`config.mk`:
```
export PLATFORM = sky130hd
export DESIGN_NAME = shortest_burst_task_selector_core
export DESIGN_NICKNAME = d
export VERILOG_FILES = /design/src/sbts_pkg.sv /design/src/sbts_table.sv /design/src/shortest_burst_task_selector_core.sv
export SDC_FILE = /design/constraint.sdc
export NUM_CORES = 1
export LEC_CHECK = 0
export BUFFER_PORTS_ARGS = -buffer_cell sky130_fd_sc_hd__buf_2
export CORE_ASPECT_RATIO = 1.2
export CORE_MARGIN = 3
export CORE_UTILIZATION = 59
export DETAILED_ROUTE_END_ITERATION = 10
export PLACE_DENSITY = 0.79
export SYNTH_ARGS = -nofsm -noshare
export SYNTH_HDL_FRONTEND = slang
export SYNTH_SLANG_ARGS = --single-unit
```
`constraint.sdc`:
```
create_clock -name aclk -period 8.4 [get_ports aclk]
set_input_delay 1.68 -clock aclk [delete_from_list [all_inputs] [get_ports aclk]]
set_output_delay 1.68 -clock aclk [all_outputs]
set_load 0.03 [all_outputs]
```
`src/sbts_pkg.sv`:
```
// ----------------------------------------------------------------------------
// sbts_pkg
// Shared types and codes for the shortest-burst task selector.
// ----------------------------------------------------------------------------
package sbts_pkg;

    localparam int IDENT_W   = 8;
    localparam int PRIO_W    = 8;
    localparam int BURST_W   = 16;
    localparam int STATUS_W  = 2;
    localparam int OCC_W     = 5;
    localparam int S_TDATA_W = 32;
    localparam int M_TDATA_W = 40;

    localparam logic REQ_INSERT = 1'b0;
    localparam logic REQ_SELECT = 1'b1;

    localparam logic [STATUS_W-1:0] STAT_OK    = 2'd0;
    localparam logic [STATUS_W-1:0] STAT_FULL  = 2'd1;
    localparam logic [STATUS_W-1:0] STAT_EMPTY = 2'd2;

    typedef enum logic [4:0] {
        ST_IDLE  = 5'b00001,
        ST_SCAN  = 5'b00010,
        ST_SHIFT = 5'b00100,
        ST_FRONT = 5'b01000,
        ST_DONE  = 5'b10000
    } state_t;

    typedef struct packed {
        logic [STATUS_W-1:0] status;
        logic [IDENT_W-1:0]  ident;
        logic [PRIO_W-1:0]   prio;
        logic [BURST_W-1:0]  burst;
        logic [OCC_W-1:0]    occ;
    } result_t;

endpackage

```
`src/sbts_table.sv`:
```
// ----------------------------------------------------------------------------
// sbts_table
// Task table storage: one write port and one registered read port.
// ----------------------------------------------------------------------------
module sbts_table #(
    parameter int DEPTH = 16,
    parameter int AW    = 4,
    parameter int WIDTH = 32
) (
    input  logic             aclk,
    input  logic             wr_en,
    input  logic [AW-1:0]    wr_addr,
    input  logic [WIDTH-1:0] wr_data,
    input  logic [AW-1:0]    rd_addr,
    output logic [WIDTH-1:0] rd_data
);

    logic [WIDTH-1:0] mem [DEPTH];
    logic [WIDTH-1:0] rd_data_reg;

    always_ff @(posedge aclk) begin
        if (wr_en) begin
            mem[wr_addr] <= wr_data;
        end
        rd_data_reg <= mem[rd_addr];
    end

    assign rd_data = rd_data_reg;

endmodule

```
`src/shortest_burst_task_selector_core.sv`:
```
// ----------------------------------------------------------------------------
// shortest_burst_task_selector_core
// Bounded task table in list order with shortest-burst selection.
// ----------------------------------------------------------------------------
// Input channel s_*: one transaction per request. s_tuser selects insert (0)
// or select (1); s_tdata carries the task to append on an insert.
// Result channel m_*: exactly one result transaction per request, in order.
// m_tuser is the status, m_tdata the chosen task and the occupancy.
// Throughput: one request at a time; s_tready is high only while idle.
// An insert or an empty select goes via the result register and the DONE
// state to the output register. A select makes one pass of the shared burst
// comparator over the n held tasks (one entry per cycle through the registered
// read port), shifts the b entries ahead of the chosen task, at list position
// b, back one place, one entry per cycle, then writes it to the front.
// Reset clears the task count and the output valid; table contents are
// only read once written. If the receiver stalls, the finished result waits
// in the output register; a later result then holds the sequencer in DONE.
// ----------------------------------------------------------------------------
module shortest_burst_task_selector_core #(
    parameter int TABLE_DEPTH = 16,
    parameter int BURST_BITS  = 16
) (
    input  logic                           aclk,
    input  logic                           aresetn,
    input  logic                           s_tvalid,
    output logic                           s_tready,
    // task_ident [7:0], task_priority [15:8], task_burst [31:16]
    input  logic [sbts_pkg::S_TDATA_W-1:0] s_tdata,
    // req_type [0]
    input  logic                           s_tuser,
    output logic                           m_tvalid,
    input  logic                           m_tready,
    // chosen_ident [7:0], chosen_priority [15:8], chosen_burst [31:16],
    // occupancy [36:32], zero [39:37]
    output logic [sbts_pkg::M_TDATA_W-1:0] m_tdata,
    // status [1:0]
    output logic [sbts_pkg::STATUS_W-1:0]  m_tuser
);

    localparam int AW    = $clog2(TABLE_DEPTH);
    localparam int CW    = $clog2(TABLE_DEPTH + 1);
    localparam int ENT_W = sbts_pkg::IDENT_W + sbts_pkg::PRIO_W + BURST_BITS;
    localparam int BLO   = sbts_pkg::IDENT_W + sbts_pkg::PRIO_W;

    sbts_pkg::state_t  state_reg, state_next;
    logic [CW-1:0]     count_reg, count_next;
    logic [CW-1:0]     ptr_reg, ptr_next;
    logic [AW-1:0]     best_idx_reg, best_idx_next;
    logic [ENT_W-1:0]  best_ent_reg, best_ent_next;
    logic [AW-1:0]     sh_reg, sh_next;
    logic [AW-1:0]     wa_reg, wa_next;
    logic              sh_end_reg, sh_end_next;
    logic              pend_reg, pend_next;
    sbts_pkg::result_t res_reg, res_next;
    sbts_pkg::result_t out_reg, out_next;
    logic              m_tvalid_reg, m_tvalid_next;

    logic              wr_en;
    logic [AW-1:0]     wr_addr;
    logic [ENT_W-1:0]  wr_data;
    logic [AW-1:0]     rd_addr;
    logic [ENT_W-1:0]  rd_data;

    logic [BURST_BITS-1:0]        in_burst;
    logic [ENT_W-1:0]             in_ent;
    logic [CW-1:0]                ptr_m1;
    logic                         s_accept;
    logic                         out_free;
    logic [sbts_pkg::BURST_W-1:0] best_burst16;

    function automatic logic [sbts_pkg::OCC_W-1:0] to_occ(input logic [CW-1:0] c);
        logic [sbts_pkg::OCC_W-1:0] o;
        o = '0;
        for (int i = 0; i < sbts_pkg::OCC_W; i++) begin
            if (i < CW) begin
                o[i] = c[i];
            end
        end
        return o;
    endfunction

    sbts_table #(
        .DEPTH (TABLE_DEPTH),
        .AW    (AW),
        .WIDTH (ENT_W)
    ) u_table (
        .aclk    (aclk),
        .wr_en   (wr_en),
        .wr_addr (wr_addr),
        .wr_data (wr_data),
        .rd_addr (rd_addr),
        .rd_data (rd_data)
    );

    always_comb begin
        in_burst     = '0;
        best_burst16 = '0;
        for (int i = 0; i < BURST_BITS; i++) begin
            if (i < sbts_pkg::BURST_W) begin
                in_burst[i] = s_tdata[16 + i];
            end
        end
        for (int i = 0; i < sbts_pkg::BURST_W; i++) begin
            if (i < BURST_BITS) begin
                best_burst16[i] = best_ent_reg[BLO + i];
            end
        end
    end

    assign in_ent   = {in_burst, s_tdata[15:8], s_tdata[7:0]};
    assign ptr_m1   = ptr_reg - CW'(1);
    assign s_tready = (state_reg == sbts_pkg::ST_IDLE);
    assign s_accept = s_tvalid && s_tready;
    assign out_free = !m_tvalid_reg || m_tready;

    always_comb begin
        state_next    = state_reg;
        count_next    = count_reg;
        ptr_next      = ptr_reg;
        best_idx_next = best_idx_reg;
        best_ent_next = best_ent_reg;
        sh_next       = sh_reg;
        wa_next       = wa_reg;
        sh_end_next   = sh_end_reg;
        pend_next     = pend_reg;
        res_next      = res_reg;
        out_next      = out_reg;
        m_tvalid_next = m_tvalid_reg && !m_tready;
        wr_en         = 1'b0;
        wr_addr       = count_reg[AW-1:0];
        wr_data       = in_ent;
        rd_addr       = ptr_reg[AW-1:0];

        case (state_reg)
            sbts_pkg::ST_IDLE: begin
                if (s_accept) begin
                    res_next = '0;
                    if (s_tuser == sbts_pkg::REQ_INSERT) begin
                        if (count_reg < CW'(TABLE_DEPTH)) begin
                            wr_en           = 1'b1;
                            count_next      = count_reg + CW'(1);
                            res_next.status = sbts_pkg::STAT_OK;
                            res_next.occ    = to_occ(count_reg + CW'(1));
                        end else begin
                            res_next.status = sbts_pkg::STAT_FULL;
                            res_next.occ    = to_occ(count_reg);
                        end
                        state_next = sbts_pkg::ST_DONE;
                    end else if (count_reg == '0) begin
                        res_next.status = sbts_pkg::STAT_EMPTY;
                        state_next      = sbts_pkg::ST_DONE;
                    end else begin
                        ptr_next   = '0;
                        state_next = sbts_pkg::ST_SCAN;
                    end
                end
            end
            sbts_pkg::ST_SCAN: begin
                // read entry ptr while comparing entry ptr-1
                if (ptr_reg != '0) begin
                    if (ptr_reg == CW'(1) ||
                        rd_data[ENT_W-1:BLO] < best_ent_reg[ENT_W-1:BLO]) begin
                        best_ent_next = rd_data;
                        best_idx_next = ptr_m1[AW-1:0];
                    end
                end
                ptr_next = ptr_reg + CW'(1);
                if (ptr_reg == count_reg) begin
                    sh_next     = best_idx_next - AW'(1);
                    sh_end_next = (best_idx_next == '0);
                    pend_next   = 1'b0;
                    state_next  = sbts_pkg::ST_SHIFT;
                end
            end
            sbts_pkg::ST_SHIFT: begin
                // move entries ahead of the chosen one back by one place
                wr_en   = pend_reg;
                wr_addr = wa_reg;
                wr_data = rd_data;
                rd_addr = sh_reg;
                if (!sh_end_reg) begin
                    pend_next = 1'b1;
                    wa_next   = sh_reg + AW'(1);
                    if (sh_reg == '0) begin
                        sh_end_next = 1'b1;
                    end else begin
                        sh_next = sh_reg - AW'(1);
                    end
                end else begin
                    pend_next  = 1'b0;
                    state_next = sbts_pkg::ST_FRONT;
                end
            end
            sbts_pkg::ST_FRONT: begin
                wr_en           = 1'b1;
                wr_addr         = '0;
                wr_data         = best_ent_reg;
                res_next.status = sbts_pkg::STAT_OK;
                res_next.ident  = best_ent_reg[sbts_pkg::IDENT_W-1:0];
                res_next.prio   = best_ent_reg[BLO-1:sbts_pkg::IDENT_W];
                res_next.burst  = best_burst16;
                res_next.occ    = to_occ(count_reg);
                state_next      = sbts_pkg::ST_DONE;
            end
            sbts_pkg::ST_DONE: begin
                if (out_free) begin
                    out_next      = res_reg;
                    m_tvalid_next = 1'b1;
                    state_next    = sbts_pkg::ST_IDLE;
                end
            end
            default: begin
                state_next = sbts_pkg::ST_IDLE;
            end
        endcase
    end

    always_ff @(posedge aclk) begin
        if (!aresetn) begin
            state_reg    <= sbts_pkg::ST_IDLE;
            count_reg    <= '0;
            m_tvalid_reg <= 1'b0;
            sh_end_reg   <= 1'b0;
            pend_reg     <= 1'b0;
        end else begin
            state_reg    <= state_next;
            count_reg    <= count_next;
            m_tvalid_reg <= m_tvalid_next;
            sh_end_reg   <= sh_end_next;
            pend_reg     <= pend_next;
        end
    end

    always_ff @(posedge aclk) begin
        ptr_reg      <= ptr_next;
        best_idx_reg <= best_idx_next;
        best_ent_reg <= best_ent_next;
        sh_reg       <= sh_next;
        wa_reg       <= wa_next;
        res_reg      <= res_next;
        out_reg      <= out_next;
    end

    assign m_tvalid = m_tvalid_reg;
    assign m_tuser  = out_reg.status;
    assign m_tdata  = {3'b000, out_reg.occ, out_reg.burst, out_reg.prio, out_reg.ident};

    a_count_bound: assert property (@(posedge aclk) disable iff (!aresetn)
        count_reg <= CW'(TABLE_DEPTH))
        else $error("task count above table depth");

    a_insert_grows: assert property (@(posedge aclk) disable iff (!aresetn)
        s_accept && s_tuser == sbts_pkg::REQ_INSERT && count_reg < CW'(TABLE_DEPTH)
        |=> count_reg == $past(count_reg) + CW'(1))
        else $error("insert did not add a task");

    a_select_keeps: assert property (@(posedge aclk) disable iff (!aresetn)
        s_accept && s_tuser == sbts_pkg::REQ_SELECT |=> $stable(count_reg))
        else $error("select changed the task count");

    a_shift_in_range: assert property (@(posedge aclk) disable iff (!aresetn)
        state_reg == sbts_pkg::ST_SHIFT |-> {1'b0, best_idx_reg} < {1'b0, count_reg})
        else $error("chosen entry beyond held tasks");

    a_empty_occ: assert property (@(posedge aclk) disable iff (!aresetn)
        m_tvalid_reg && out_reg.status == sbts_pkg::STAT_EMPTY |-> out_reg.occ == '0)
        else $error("empty status with nonzero occupancy");

endmodule
```
-- Word level (Yosys, flattened, before mapping)
Memory sizes are Yosys's and may differ from the RTL's. A register that Yosys moved wholly into a read port is not among the register bits.
Index checks and enable logic that the tools add are counted.
- add/subtract/negate cells: 6
- magnitude comparators: 2
- eq/ne operators: 15
- muxes and demuxes: 43
- bitwise operators: 2
- reduce and logical (&&, ||, !) cells: 22
- operators by type and width (cell ; count):
    39-bit one-hot mux with 2 select lines ; 1
    32-bit one-hot mux with 2 select lines ; 1
    5-bit two-way mux ; 11
    39-bit two-way mux ; 1
    4-bit two-way mux ; 7
    5-bit one-hot mux with 5 select lines ; 1
    16-bit less-than comparator ; 1
    4-bit one-hot mux with 2 select lines ; 2
    1-bit two-way mux ; 13
    2-bit inequality test (second input constant) ; 6
    4-bit AND reduction ; 3
    4-bit by 1-bit subtractor with 4-bit output (second input constant) ; 3
    5-bit by 1-bit adder with 5-bit output (second input constant) ; 2
    5-bit by 1-bit equality test with 1-bit output (second input constant) ; 2
    5-bit one-hot mux with 2 select lines ; 1
    4-bit zero test ; 2
    2-bit AND reduction ; 4
    3-bit AND reduction ; 2
    2-bit nonzero test ; 3
    5-bit by 2-bit equality test with 1-bit output (second input constant) ; 1
    5-bit by 3-bit equality test with 1-bit output (second input constant) ; 1
    5-bit by 4-bit equality test with 1-bit output (second input constant) ; 1
    5-bit equality test ; 1
    5-bit equality test (second input constant) ; 1
    other kinds (12) ; 19
- flip-flop bits (word level): 140
- RAM bits: 512
- output and inout bits: 44
- logic and storage cells: 111
- memories kept: 1
- memories (name ; words ; bits a word ; rd ports ; clocked after Yosys merged registers in ; wr ports ; line ; source):
    u_table.mem ; 16 ; 32 ; 1 ; 1 ; 1 ; sbts_table.sv:18 ; logic [WIDTH-1:0] mem [DEPTH];

-- Longest topological paths before layout
- depth after elaboration: 8
- mapped depth: 12

-- Modules after synthesis
Synthesis repeated with hierarchy kept, for this count alone.
- cell total of the unflattened synthesis: 1276
- area, all modules: 25896.1 µm²
- by module, submodules not included (module ; instances ; cells an instance ; area an instance (µm²) ; seq. area each (µm²)):
    sbts_table ; 1 ; 838 ; 19835.3 ; 16015.4
    shortest_burst_task_selector_core ; 1 ; 438 ; 6060.8 ; 4073.9

-- Worst setup path before layout
OpenSTA, ideal clock, no wires.
- path type: input to register
- from: in s_tuser
- to: mem u_table.mem[5][0], enable pin
- data arrival time: 4.036 ns
- path slack: 3.943 ns
- stages: 6
- path buffers: 1
- cell sequence: clkbuf_1 -> nor3_1 -> inv_1 -> o21ai_0 -> nand2_1 -> nor2_1
- longest elaborated chain between the ends: 5
- ends and longest elaborated chain (what ; line ; source):
    start: declaration ; shortest_burst_task_selector_core.sv:30 ; input logic s_tuser,
    1-bit two-way mux ; shortest_burst_task_selector_core.sv:138 ; if (s_tuser == sbts_pkg::REQ_INSERT) begin
    1-bit two-way mux ; shortest_burst_task_selector_core.sv:136 ; if (s_accept) begin
    1-bit one-hot mux with 3 select lines ; shortest_burst_task_selector_core.sv:134 ; case (state_reg)
    1-bit two-way mux ; sbts_table.sv:22 ; if (wr_en) begin
    1-bit two-way mux (implied by the code) ; sbts_table.sv:23 ; mem[wr_addr] <= wr_data;
    end: declaration ; sbts_table.sv:18 ;
No other way between the ends.

-- Final worst setup path
- from: in s_tvalid
- to: mem u_table.mem[6][16], enable pin
- longest elaborated chain between the ends: 5
- ends and longest elaborated chain (what ; line ; source):
    start: declaration ; shortest_burst_task_selector_core.sv:25 ; input logic s_tvalid,
    1-bit logical AND ; shortest_burst_task_selector_core.sv:113 ; assign s_accept = s_tvalid && s_tready;
    1-bit two-way mux ; shortest_burst_task_selector_core.sv:136 ;
    1-bit one-hot mux with 3 select lines ; shortest_burst_task_selector_core.sv:134 ;
    1-bit two-way mux ; sbts_table.sv:22 ;
    1-bit two-way mux (implied by the code) ; sbts_table.sv:23 ;
No other way between the ends.

==> summary.txt <==
Timing
  • Final min period: 4060 ps
  • Summed negative setup slack over all endpoints: 0 ps
  • Post-Route Skew: 22.8 ps
  • Setup-failing EPs final: 0
  • Unrepaired setup endpoints after global routing: false
  • Fmax: 0.246 GHz
  • Final number of max-transition violations: 0
  • Hold Fails Final Rpt: 0
  • Relative slew margins: 0.167
  • Transition time at the pin with the least slew margin: 1250 ps
  • Final critical-path share of the clock period: 0.483
  • Final setup margin: 4340 ps

Place
  • Placer Congestion: 0.776
  • Pre-CTS worst setup slack: 3740 ps
  • DP HPWL: 31200 µm
  • Number of port buffers: 77

Floorplan
  • Initial Util: 0.603
  • Top-Level Pins: 81
  • Area of the core region: 0.0432 mm²
  • Die height: 236 µm
  • Core Rows: 83
  • Width of the die: 198 µm
  • Die area: 0.0467 mm²

Min path
  • Hold Crit Depth: 0
  • Min-Delay Path Class: reg2reg

Finish
  • Ant diodes: 0
  • Most common cell after layout, fill and taps aside: edfxtp_1
  • Fin util: 0.675
  • Area of all sequential standard cells: 0.0201 mm²
  • Layout cell share with drive strength beyond 1: 0.241
  • Final #Nets: 1456
  • Filler cell count: 2633
  • Synth-to-layout area growth: 11.9%
  • Commonest non-fill, non-tap cells in the layout: 639 x edfxtp_1, 128 x mux4_2, 77 x buf_2
  • Max FFs per register: 512
  • Combined area of the multi-input logic cells: 0.00570 mm²

Power and ir drop
  • Sw frac: 0.246
  • Share of total power in the clock network: 0.360
  • Combinational Power Share: 0.125
  • Total power after layout: 8.01 mW
  • Cell Int Power: 6.04 mW
  • Worst VDD drop: 0.153 mV
  • P_sw: 1.97 mW
  • Proportion of power drawn by flip-flops and latches: 0.515
  • Static Leakage: 9.53 nW
  • Pwr Density: 275 mW/mm²

Route
  • Met3 wire length: 5480 µm
  • Vias: 13200
  • Average wire per standard cell: 28.5 µm
  • Final routed wirelength across all metal layers: 56900 µm
  • Number of iterations in the first detailed-routing pass: 5
  • Count of antenna-violating nets left after detailed routing: 0
  • M1 wire length: 21400 µm
  • Met2 Wirelength: 28400 µm
  • Initial detailed-routing violation count: 1591
  • Remaining DRCs: 0
  • Vias per cell: 6.59
  • DR top layer: met4

Worst setup path
  • Crit path max-delay cell type: nor2_4
  • Crit. End Element: register
  • Kind of critical path: in2reg
  • Data arrival, critical path: 4290 ps
  • Depth of the worst register-to-register path: 7
  • Data required time at the worst endpoint: 8630 ps
  • Maximum cell stage delay along the critical path: 970 ps
  • Combined buffer and inverter count along the critical path: 2
  • Worst path top cell family by delay: simple AND/OR/NAND/NOR gates
  • CP cell instances: buf_2 -> nand4_1 -> nor3_1 -> inv_1 -> o21ai_0 -> nand2_1 -> nor2_4
  • Startpoint type of the worst setup path: input pin
  • Critical path peak fanout: 32
  • Total number of cells along the worst setup path: 7

Logic synthesis
  • Leading register cell type out of synthesis: edfxtp_1
  • Largest area contributor in the synthesized netlist: edfxtp_1
  • Sequential cell area fraction in the yosys report: 0.771
  • Count of flip-flops with a built-in enable after synthesis: 639
  • Number of storage elements in the synthesis netlist: 684
  • Mean Syn Cell Area: 19.9 µm²
  • Yosys warning total: 0
  • Synth Instances: 1311
  • Count of distinct cell types in the synthesized netlist: 54
  • Area contributors post-synth: edfxtp_1 74%, mux4_2 11%, dfxtp_1 3.5%
  • Yosys top cell area share: 0.736
  • Total standard cell area after synthesis: 0.0261 mm²
  • Fraction of registers with async set/reset: 0

Global route
  • Pin count of the biggest net entering global routing: 129
  • Total track usage: 0.248
  • Overall overflow remaining after global route: 0
  • Number of antenna violations at the first check in global routing: 0
  • Via count of the first global-routing pass: 13500
  • Wire length of the first global-routing pass: 85600 µm

Clocking
  • Post-CTS Hold Fix Bufs: 0
  • Register clock-pin slew on the reported worst setup and hold paths: 60 ps
  • Root buf cell: clkbuf_16
  • Total CTS buffers: 60
  • Buffer depth of the longest clock path: 3
  • Clock sink count: 684
  • Post-cts sizing count: 0
  • CTS tree: built
  • Post-CTS setup-driven buffer insertion count: 0
  • Latest clock arrival within the worst-skew pair: 620 ps
  • # H-tree levels: 2

Job
  • Max-cap viol count: 0

Status
  • Outcome: finished clean
==> layout make-up <==
| class | instances | area share |
|---|---|---|
| Multi-Input combinational cell | 530 | 0.195 |
| Clock buffer | 77 | 0.0565 |
| Timing Repair Buffer | 89 | 0.0172 |
| Sequential cell | 684 | 0.689 |
| Clock inverter | 36 | 0.0148 |
| Tap cell | 552 | 0.0237 |
| Inverter | 30 | 0.00386 |
==> cells by family (layout without fill, tap and decap cells) <==
| kind of cell | after synthesis | after routing | synth area share |
|---|---|---|---|
| adders and majority gates | 24 | 24 | 0.0115 |
| buffers and inverters | 99 | 232 | 0.0174 |
| xor gates and xnor gates | 18 | 18 | 0.00605 |
| muxes | 132 | 132 | 0.112 |
| and+or+nand+nor | 191 | 191 | 0.0345 |
| DFF | 684 | 684 | 0.771 |
| other | 1 | 3 | 0.000144 |
| AOI/OAI and AO/OA | 162 | 162 | 0.0472 |
==> path summary, 6_finish.rpt <==
kind	from	to	slack (ps)
hold reg to reg	res_reg[35]$_SDFFCE_PN0P_	m_tdata[6]$_DFFE_PP_	420
setup / recovery	s_tvalid	u_table.mem[6][16]$_DFFE_PP_	4340
hold / removal	res_reg[35]$_SDFFCE_PN0P_	m_tdata[6]$_DFFE_PP_	420
setup reg to reg	best_ent_reg[17]$_DFFE_PP_	best_ent_reg[20]$_DFFE_PP_	4500
==> routing by layer <==
layer	up-vias	global-route usage
met5	-	0
met4	0	0.0830
met3	114	0.0494
met2	725	0.402
met1	6822	0.344
li1	5510	-
==> through the flow <==
stage / hold slack (ps) / instance area [µm²] / cells
floorplan: 400 / 26100 / 1313
global placement: 400 / 27100 / 1885
detailed placement: 405 / 27100 / 1885
CTS: 421 / 29200 / 1998
global route: 426 / 29200 / 1998
finish: 419 / 29200 / 1998
==> power groups by stage <==
stage / clock [mW] / sequential (mW) / combinational [mW]
floorplan: 0 / 4.22 / 0.624
global placement: 0 / 4.18 / 0.956
detailed placement: 0 / 4.20 / 0.982
CTS: 2.91 / 4.13 / 0.998
global route: 3.02 / 4.14 / 1.07
finish: 2.88 / 4.13 / 0.999
==> synthesized netlist by cell type, drive strengths merged, types with 2 or more instances <==
| cell | number |
|---|---|
| and3 | 2 |
| o31ai | 2 |
| a221o | 32 |
| inv | 30 |
| ha | 24 |
| a22o | 2 |
| buf | 41 |
| o211ai | 2 |
| mux4 | 128 |
| and2 | 23 |
| o21a | 2 |
| o21ai | 17 |
| a21oi | 19 |
| a22oi | 66 |
| or2 | 3 |
| dfxtp | 45 |
| nor3 | 11 |
| o221a | 2 |
| nand2 | 51 |
| xnor2 | 8 |
| nand3 | 10 |
| a21boi | 5 |
| clkbuf | 28 |
| nor4b | 3 |
| mux2i | 3 |
| xor2 | 10 |
| nand4 | 6 |
| a32oi | 2 |
| nor2b | 4 |
| a211oi | 2 |
| or3 | 2 |
| nor2 | 66 |
| nand2b | 6 |
| edfxtp | 639 |
Power figures use the tool's default switching activity.
